$ cat src/rtl/dvt_pkg.sv
`timescale 1ns / 1ps
// ----------------------------------------------------------------------------
// dvt_pkg
// Shared types and constants for the dynamic vector table.
// ----------------------------------------------------------------------------
package dvt_pkg;

    localparam int MAX_ENTRIES_DEF = 256;
    localparam int VALUE_W         = 32;
    localparam int IDX_W           = 8;
    localparam int CNT_W_DEF       = $clog2(MAX_ENTRIES_DEF + 1);
    localparam int CAP_W_DEF       = $clog2(MAX_ENTRIES_DEF) + 1;

    typedef enum logic [1:0] {
        CMD_INSERT = 2'd0,
        CMD_REMOVE = 2'd1,
        CMD_READ   = 2'd2,
        CMD_MEMBER = 2'd3
    } cmd_t;

    typedef enum logic [1:0] {
        ST_OK    = 2'd0,
        ST_FULL  = 2'd1,
        ST_RANGE = 2'd2
    } status_t;

    typedef enum logic [1:0] {
        S_IDLE,
        S_RD_WAIT,
        S_SCAN,
        S_DONE
    } seq_state_t;

    typedef struct packed {
        status_t              status;
        logic [VALUE_W-1:0]   read_value;
        logic                 found;
    } result_t;

endpackage

$ cat src/rtl/dvt_seq.sv
`timescale 1ns / 1ps
// ----------------------------------------------------------------------------
// dvt_seq
// Command sequencer: owns count and capacity, drives the entry RAM and
// walks it for membership and compacting remove.
// ----------------------------------------------------------------------------
module dvt_seq #(
    parameter int MAX_ENTRIES = dvt_pkg::MAX_ENTRIES_DEF,
    parameter int CNT_W       = $clog2(MAX_ENTRIES + 1),
    parameter int CAP_W       = $clog2(MAX_ENTRIES) + 1,
    parameter int AW          = $clog2(MAX_ENTRIES)
) (
    input  logic                           clk,
    input  logic                           rst_n,
    input  logic                           in_valid,
    output logic                           in_ready,
    input  dvt_pkg::cmd_t                  in_command,
    input  logic [dvt_pkg::VALUE_W-1:0]    in_value,
    input  logic [dvt_pkg::IDX_W-1:0]      in_index,
    output logic                           res_valid,
    input  logic                           res_ready,
    output dvt_pkg::result_t               res,
    output logic [CNT_W-1:0]               count,
    output logic [CAP_W-1:0]               capacity,
    output logic                           ram_wr_en,
    output logic [AW-1:0]                  ram_wr_addr,
    output logic [dvt_pkg::VALUE_W-1:0]    ram_wr_data,
    output logic                           ram_rd_en,
    output logic [AW-1:0]                  ram_rd_addr,
    input  logic [dvt_pkg::VALUE_W-1:0]    ram_rd_data
);

    import dvt_pkg::*;

    localparam int CMP_A = (CNT_W > CAP_W) ? CNT_W : CAP_W;
    localparam int CMP_W = (CMP_A > IDX_W) ? CMP_A : IDX_W;

    seq_state_t          state_reg, state_next;
    cmd_t                cmd_reg, cmd_next;
    logic [VALUE_W-1:0]  val_reg, val_next;
    logic [CNT_W-1:0]    count_reg, count_next;
    logic [CAP_W-1:0]    cap_reg, cap_next;
    logic [CNT_W-1:0]    rd_ptr_reg, rd_ptr_next;
    logic [CNT_W-1:0]    wr_ptr_reg, wr_ptr_next;
    logic                pend_reg, pend_next;
    logic                hit_reg, hit_next;
    result_t             res_reg, res_next;

    logic                issue;
    logic                match;

    always_ff @(posedge clk or negedge rst_n)
    begin
        if (!rst_n)
        begin
            state_reg  <= S_IDLE;
            cmd_reg    <= CMD_INSERT;
            count_reg  <= '0;
            cap_reg    <= CAP_W'(1);
            rd_ptr_reg <= '0;
            wr_ptr_reg <= '0;
            pend_reg   <= 1'b0;
            hit_reg    <= 1'b0;
        end
        else
        begin
            state_reg  <= state_next;
            cmd_reg    <= cmd_next;
            count_reg  <= count_next;
            cap_reg    <= cap_next;
            rd_ptr_reg <= rd_ptr_next;
            wr_ptr_reg <= wr_ptr_next;
            pend_reg   <= pend_next;
            hit_reg    <= hit_next;
        end
    end

    always_ff @(posedge clk)
    begin
        val_reg <= val_next;
        res_reg <= res_next;
    end

    assign issue = (rd_ptr_reg < count_reg);
    assign match = (ram_rd_data == val_reg);

    always_comb
    begin
        state_next  = state_reg;
        cmd_next    = cmd_reg;
        val_next    = val_reg;
        count_next  = count_reg;
        cap_next    = cap_reg;
        rd_ptr_next = rd_ptr_reg;
        wr_ptr_next = wr_ptr_reg;
        pend_next   = pend_reg;
        hit_next    = hit_reg;
        res_next    = res_reg;
        in_ready    = 1'b0;
        res_valid   = 1'b0;
        ram_wr_en   = 1'b0;
        ram_wr_addr = count_reg[AW-1:0];
        ram_wr_data = in_value;
        ram_rd_en   = 1'b0;
        ram_rd_addr = AW'(in_index);

        unique case (state_reg)
            S_IDLE:
            begin
                in_ready = 1'b1;
                if (in_valid)
                begin
                    cmd_next = in_command;
                    val_next = in_value;
                    res_next = '{status: ST_OK, read_value: '0, found: 1'b0};
                    unique case (in_command)
                        CMD_INSERT:
                        begin
                            if (count_reg == CNT_W'(MAX_ENTRIES))
                            begin
                                res_next.status = ST_FULL;
                            end
                            else
                            begin
                                ram_wr_en  = 1'b1;
                                count_next = count_reg + CNT_W'(1);
                                if (CMP_W'(count_reg) == CMP_W'(cap_reg))
                                begin
                                    cap_next = cap_reg << 1;
                                end
                            end
                            state_next = S_DONE;
                        end
                        CMD_READ:
                        begin
                            if (CMP_W'(in_index) < CMP_W'(count_reg))
                            begin
                                ram_rd_en  = 1'b1;
                                state_next = S_RD_WAIT;
                            end
                            else
                            begin
                                res_next.status = ST_RANGE;
                                state_next      = S_DONE;
                            end
                        end
                        CMD_REMOVE, CMD_MEMBER:
                        begin
                            rd_ptr_next = '0;
                            wr_ptr_next = '0;
                            pend_next   = 1'b0;
                            hit_next    = 1'b0;
                            state_next  = S_SCAN;
                        end
                        default:
                        begin
                            state_next = S_DONE;
                        end
                    endcase
                end
            end

            S_RD_WAIT:
            begin
                res_next.read_value = ram_rd_data;
                state_next          = S_DONE;
            end

            S_SCAN:
            begin
                ram_rd_en   = issue;
                ram_rd_addr = rd_ptr_reg[AW-1:0];
                ram_wr_addr = wr_ptr_reg[AW-1:0];
                ram_wr_data = ram_rd_data;
                if (issue)
                begin
                    rd_ptr_next = rd_ptr_reg + CNT_W'(1);
                end
                pend_next = issue;
                if (pend_reg)
                begin
                    if (match)
                    begin
                        hit_next = 1'b1;
                    end
                    else if (cmd_reg == CMD_REMOVE)
                    begin
                        ram_wr_en   = 1'b1;
                        wr_ptr_next = wr_ptr_reg + CNT_W'(1);
                    end
                end
                if (!issue)
                begin
                    if (cmd_reg == CMD_REMOVE)
                    begin
                        count_next = wr_ptr_next;
                        if ((CMP_W'(wr_ptr_next) < CMP_W'(cap_reg >> 1)) &&
                            (cap_reg > CAP_W'(1)))
                        begin
                            cap_next = cap_reg >> 1;
                        end
                    end
                    else
                    begin
                        res_next.found = hit_next;
                    end
                    state_next = S_DONE;
                end
            end

            S_DONE:
            begin
                res_valid = 1'b1;
                if (res_ready)
                begin
                    state_next = S_IDLE;
                end
            end

            default:
            begin
                state_next = S_IDLE;
            end
        endcase
    end

    assign res      = res_reg;
    assign count    = count_reg;
    assign capacity = cap_reg;

    a_count_max: assert property (@(posedge clk) disable iff (!rst_n)
        count_reg <= CNT_W'(MAX_ENTRIES))
        else $error("entry count above table size");

    a_count_cap: assert property (@(posedge clk) disable iff (!rst_n)
        CMP_W'(count_reg) <= CMP_W'(cap_reg))
        else $error("entry count above capacity");

    a_cap_pow2: assert property (@(posedge clk) disable iff (!rst_n)
        $onehot(cap_reg))
        else $error("capacity not a power of two");

    a_compact: assert property (@(posedge clk) disable iff (!rst_n)
        (state_reg == S_SCAN) |-> (wr_ptr_reg <= rd_ptr_reg))
        else $error("compaction write pointer passed read pointer");

    a_stable_idle: assert property (@(posedge clk) disable iff (!rst_n)
        (state_reg == S_RD_WAIT) |=> (state_reg == S_DONE) && $stable(count_reg))
        else $error("read disturbed table state");

endmodule

$ cat config.mk
export PLATFORM = sky130hd
export DESIGN_NAME = dvt_seq
export DESIGN_NICKNAME = d
export VERILOG_FILES = /design/src/rtl/dvt_pkg.sv /design/src/rtl/dvt_seq.sv
export SDC_FILE = /design/constraint.sdc
export NUM_CORES = 1
export LEC_CHECK = 0
export ABC_AREA = 1
export BUFFER_PORTS_ARGS = -buffer_cell sky130_fd_sc_hd__buf_2
export CAP_MARGIN = 15
export CORE_ASPECT_RATIO = 1.5
export CORE_MARGIN = 1.5
export CORE_UTILIZATION = 45
export CTS_CLUSTER_DIAMETER = 40
export DETAILED_ROUTE_END_ITERATION = 16
export PLACE_DENSITY = 0.81
export SLEW_MARGIN = 20
export SYNTH_ARGS = -nofsm -noshare
export SYNTH_HDL_FRONTEND = slang
export SYNTH_SLANG_ARGS = --single-unit
$ cat constraint.sdc
create_clock -name clk -period 2.3 [get_ports clk]
set_input_delay 0.69 -clock clk [delete_from_list [all_inputs] [get_ports clk]]
set_output_delay 0.69 -clock clk [all_outputs]
set_load 0.03 [all_outputs]
## Yosys cells after proc, flatten, opt, wreduce, memory -nomap -nowiden

Index checks and enable logic that the tools add are counted.

- Bits in registers: 109
- Bits of input ports: 78
- Output and inout port bits: 105
- Logic and storage cells: 113

- $add $sub $neg: 3
- Order comparisons: 4
- Equal/unequal tests: 21
- Mux-type cells: 59
- Reduce and logical (&&, ||, !) cells: 14

Operators by type and width:

| operator | count |
|---|---|
| $mux W9 | 19 |
| $pmux W9 S2 | 4 |
| $pmux W32 S2 | 1 |
| $mux W33 | 1 |
| $eq A32 B32 Y1 | 1 |
| $mux W32 | 1 |
| $add A9 B1 Y9 const B | 3 |
| $mux W1 | 18 |
| $ne A2 B2 Y1 const B | 9 |
| $mux W8 | 2 |
| $mux W2 | 5 |
| $pmux W1 S2 | 5 |
| $eq A9 B9 Y1 | 1 |
| $eq A9 B9 Y1 const B | 1 |
| $gt A9 B1 Y1 const B | 1 |
| $lt A8 B9 Y1 | 1 |
| $lt A9 B8 Y1 | 1 |
| $lt A9 B9 Y1 | 1 |
| $eq A2 B2 Y1 const B | 4 |
| $pmux W2 S4 | 1 |
| $reduce_and A4 Y1 | 2 |
| $reduce_and A8 Y1 | 1 |
| $eq A2 B1 Y1 const B | 3 |
| $pmux W2 S3 | 1 |
| 9 further kinds | 14 |

## Depth between registers and ports, before layout

- Word-level depth: 11
- Gate-level depth with buffers: 23
- Gate-level depth less buffers: 23

## Least setup slack after synthesis

No wires, ideal clock.

- Kind: reg-to-output
- From: reg count_reg[6] (netlist: count[6])
- To: out ram_rd_en
- Arrival time: 2.272 ns
- Data required time: 1.610 ns
- Path slack: -0.662 ns
- Stages on the path, launching flop included: 10
- Buffers on the path: 0
- Path through: dfrtp_1 clkinv_1 ha_1 nand2_1 nor2_1 o211ai_1 o2111ai_1 nand3_1 nand3_1 o21ai_0

- Cells in the longest elaborated chain, start to end: 5
- Elaborated cells between the ends (all ways): 6
- Those cells by class: 2 x order compare; 4 x mux

Ends and longest elaborated chain:

| item | RTL line | RTL |
|---|---|---|
| start: declaration | dvt_seq.sv:41 | `logic [CNT_W-1:0] count_reg, count_next;` |
| start signal: assignment | dvt_seq.sv:69 | `count_reg <= count_next;` |
| $lt A8 B9 Y1 | dvt_seq.sv:136 | `if (CMP_W'(in_index) < CMP_W'(count_reg))` |
| $mux W1 | dvt_seq.sv:136 |  |
| $mux W1 | dvt_seq.sv:116 | `unique case (in_command)` |
| $mux W1 | dvt_seq.sv:111 | `if (in_valid)` |
| $pmux W1 S2 * | dvt_seq.sv:107 | `unique case (state_reg)` |
| end: declaration | dvt_seq.sv:28 | `output logic ram_rd_en,` |

Every way passes the cells marked *; elsewhere a longest branch is shown, timed or not.

## Worst setup path after layout

- From: in ram_rd_data[0] (netlist bit)
- To: reg cap_reg[4] (netlist: capacity[4])

- Cells in the longest elaborated chain, start to end: 8

Ends and longest elaborated chain:

| item | RTL line | RTL |
|---|---|---|
| start: declaration | dvt_seq.sv:30 | `input logic [dvt_pkg::VALUE_W-1:0] ram_rd_data` |
| $eq A32 B32 Y1 | dvt_seq.sv:85 | `assign match = (ram_rd_data == val_reg);` |
| $mux W9 | dvt_seq.sv:182 | `if (match)` |
| $mux W9 | dvt_seq.sv:180 | `if (pend_reg)` |
| $mux W9 | dvt_seq.sv:107 |  |
| $lt A9 B8 Y1 | dvt_seq.sv:197 | `if ((CMP_W'(wr_ptr_next) < CMP_W'(cap_reg >> 1)) &&` |
| $logic_and A1 B1 Y1 | dvt_seq.sv:197 |  |
| $ne A2 B2 Y1 (no source line) | -- |  |
| $reduce_and A8 Y1 (no source line) | -- |  |
| end signal: assignment | dvt_seq.sv:70 | `cap_reg <= cap_next;` |
| end: declaration | dvt_seq.sv:42 | `logic [CAP_W-1:0] cap_reg, cap_next;` |

No other way between the ends. The select of a mux whose other input is x is not followed.
A chain may end at the register's enable or synchronous reset.

==> flow_summary.yaml <==
sta:
  tightest_slew_ns: 0.603
  hold_viol_final: 0
  finalWorstSetupSlack_ns: -0.662
  clock.fmax_mhz: 338
  whs_ns: 0.419
  min_period_ns: 2.96
  rsz0062_at_grt: "yes"
  fin_crit_sh: 1.29
  finClkSkew_ns: 0.0132
  drv_slew: 0
  setup_viol: 68
  maxSlewHeadroom: 0.598
synth:
  synthTopCellsByArea: "edfxtp_1 (31%), nand2_1 (16%), dfrtp_1 (16%)"
  synth-simple-area-share: 0.238
  synth_ff_type: "edfxtp_1"
  synth_edf_count: 67
  async_reset_ff_frac: 0.385
  synth_seq_cells: 109
  synth_compound_area_frac: 0.0924
  synthAdderAreaFrac: 0.0584
  syn_inst: 788
  synth.avg_cell_area_um2: 8.16
  synth_xor_area_frac: 0.0545
  ys_seq_area_frac: 0.477
  yosys_warnings: 0
  yosys.area.top_type: "edfxtp_1"
  synth.area.mux_share: 0
  ys_types: 39
  syn_nets: 896
  synthesis.area_um2: 6430
  synth_top_family_by_area: "simple AND/OR/NAND/NOR gates"
  yosysTopAreaCellShare: 0.313
layout:
  nets: 1222
  layout_commonest_cell: "nand2_1"
  final_area_um2: 10600
  area_growth_pct: 65.3
  final_cells: 1313
  drive_gt1_frac: 0.492
  nFillCells: 864
  layout_common_cells: "nand2_1 (195), buf_2 (130), buf_4 (125), inv_1 (86), edfxtp_1 (67)"
  largest_register_ffs: 35
clock_network:
  root_buffer: "clkbuf_16"
  cts_hold_buf: 0
  clock_latency_ns: 0.36
  cts_tree: "yes"
  clock-sinks: 109
  path_clk_slew_ns: 0.07
  cts_buffer_depth: 2
  cts.htree.levels: 3
  cts_inserted_buffers: 9
detailed_routing:
  antenna_left: 0
  drtIter0Drc: 458
  wl_per_cell_um: 18.9
  drc: 0
  routed_wl_um: 24800
  first_pass_iters: 5
  vias: 7051
  vias_per_cell: 5.37
run:
  drv_cap: 0
worst_setup_path:
  cp-startpoint: "ram_rd_data[0]"
  required_ns: 2.55
  cp-end-kind: "flip-flop"
  worst_setup_path_start_kind: "primary input"
  cp_common_cell: "nand2_1"
  critPathMaxStageDelay_ns: 0.31
  crit_buf_inv: 3
  critical_path_class: "primary input to flip-flop"
  critical_path.top_delay_family: "simple AND/OR/NAND/NOR gates"
  path_depth: 23
  critPathMaxFanout: 6
  r2r_cells: 22
  slowest_stage: "ha_1"
  path_cells: "buf_2 > inv_2 > nand2_1 > nand2_1 > nand2_1 > nor2_1 > nand2_1 > nor2_4 > nand2_4 > nand3_4 > nor2_4 > xor2_2 > ha_1 > a21oi_1 > nor2_1 > a211oi_1 > o211ai_1 > inv_1 > nand2_2 > nand2_4 > nand2_4 > nand2_1 > nand2_1"
  arrival_ns: 3.21
  worstReg2RegStart: "val_reg[1]"
floorplanning:
  initial_utilization: 0.460
  fp.coreArea_um2: 14000
  io_pins: 183
  die_w_um: 101
  die_area_um2: 15000
  die_h_um: 149
  num_rows: 53
run_status:
  violations: "setup timing"
  status: "complete, but fails checks"
power_and_ir_drop:
  power_frac_seq: 0.228
  power_density_nw_per_um2: 1240
  power_switching_w: 0.00618
  power.total_w: 0.0132
  leakage_nw: 5.28
  p_int_w: 0.00704
  pwr-share-clk: 0.118
  p_comb_frac: 0.654
  p_sw_frac: 0.468
  ir_drop_uv: 814
min_path:
  hp-class: "primary input to asynchronous set/reset pin"
global_routing:
  grt_pass1_vias: 6703
  grtUsageTotal: 0.283
  antenna_found_initial: 1
  grt_pass1_wl_um: 32700
  overflow: 0
  grt_max_degree: 43
place:
  gp_congestion: 0.952
  placed_area_um2: 8480
  placedCellCount: 1248
  hpwl_um: 13900
  io_buffers: 182
[repair_timing]
action | 4_1_cts | 5_1_grt
gates cloned | 9 | 7
setup buffers | 21 | 15
resized for setup | 162 | 170
endpoints found under the setup margin | 60 | 76
pin swaps | 43 | 61
[worst register-to-register path, cell delays in order (launching register included)]
cell      delay (ns)
edfxtp_1        0.42
inv_1           0.08
nand2_1         0.05
nand2_1         0.06
nand2_1         0.06
nor2_1          0.10
nand2_1         0.11
nor2_4          0.20
nand2_4         0.09
nand3_4         0.09
nor2_4          0.05
xor2_2          0.14
ha_1            0.31
a21oi_1         0.16
nor2_1          0.06
a211oi_1        0.22
o211ai_1        0.13
inv_1           0.08
nand2_2         0.07
nand2_4         0.12
nand2_4         0.08
nand2_1         0.07
nand2_1         0.05
[layout make-up]
cell class	instances	area [um2]	share of cell area
Timing Repair Buffer	336	2780	0.262
Antenna cell	2	5.00	0.000471
Inverter	110	438	0.0412
Clock buffer	9	225	0.0212
Multi-Input combinational cell	548	3810	0.358
Tap cell	192	240	0.0226
Sequential cell	109	3070	0.288
Clock inverter	7	65.1	0.00612
[metal layers]
layer  track usage  vias to the layer above  wire (um)
li1              -                     3202          -
met1         0.307                     3313       8750
met2         0.527                      410      12800
met3        0.0422                      126       1640
met4         0.135                        0       1620
met5             0                        -          0
[per-stage QoR]
stage | util | setup WS (ns) | setup TNS (ns)
final | 0.760 | -0.662 | -13.56
after CTS | 0.702 | -0.518 | -8.09
after global placement | 0.606 | -0.863 | -8.95
after global routing | 0.760 | -0.781 | -17.71
after floorplan | - | -0.462 | -5.17
after detailed placement | 0.606 | -0.941 | -10.10
[final timing paths]
path	endpoint	slack, ns
min in group clk	wr_ptr_reg[7]	0.50
min	capacity[8]	0.42
max reg2reg	capacity[4]	-0.62
max	capacity[4]	-0.66
min reg2reg	wr_ptr_reg[7]	0.50
max in group asynchronous	count[6]	1.43
[cell usage after synthesis, drive strengths merged (3+ instances only)]
cell     number
o211ai        3
o32ai         3
edfxtp       67
dfrtp        41
a211oi        3
nand2       288
xor2         11
xnor2        29
inv         108
a21oi        16
buf           6
o2111ai       3
nor2         38
nand4         5
ha           30
nor4          4
or2           3
o22ai         7
nand3        24
clkbuf       17
nor3          8
o21ai        65
[power by group through the flow]
| stage | clock [W] | combinational (W) | sequential, W |
|---|---|---|---|
| after CTS | 0.00156 | 0.00731 | 0.00298 |
| after global routing | 0.00166 | 0.00905 | 0.00306 |
| final | 0.00157 | 0.00865 | 0.00301 |
| after global placement | 0 | 0.00559 | 0.00298 |
| after floorplan | 0 | 0.00288 | 0.00379 |
| after detailed placement | 0 | 0.00568 | 0.00301 |
[cells by family after synthesis]
group           Yosys count
compound gates          106
fa+ha+maj                30
simple gates            370
flops                   109
xor+xnor                 40
buf+inv                 133
No activity file was read; power rests on OpenSTA's default activity.
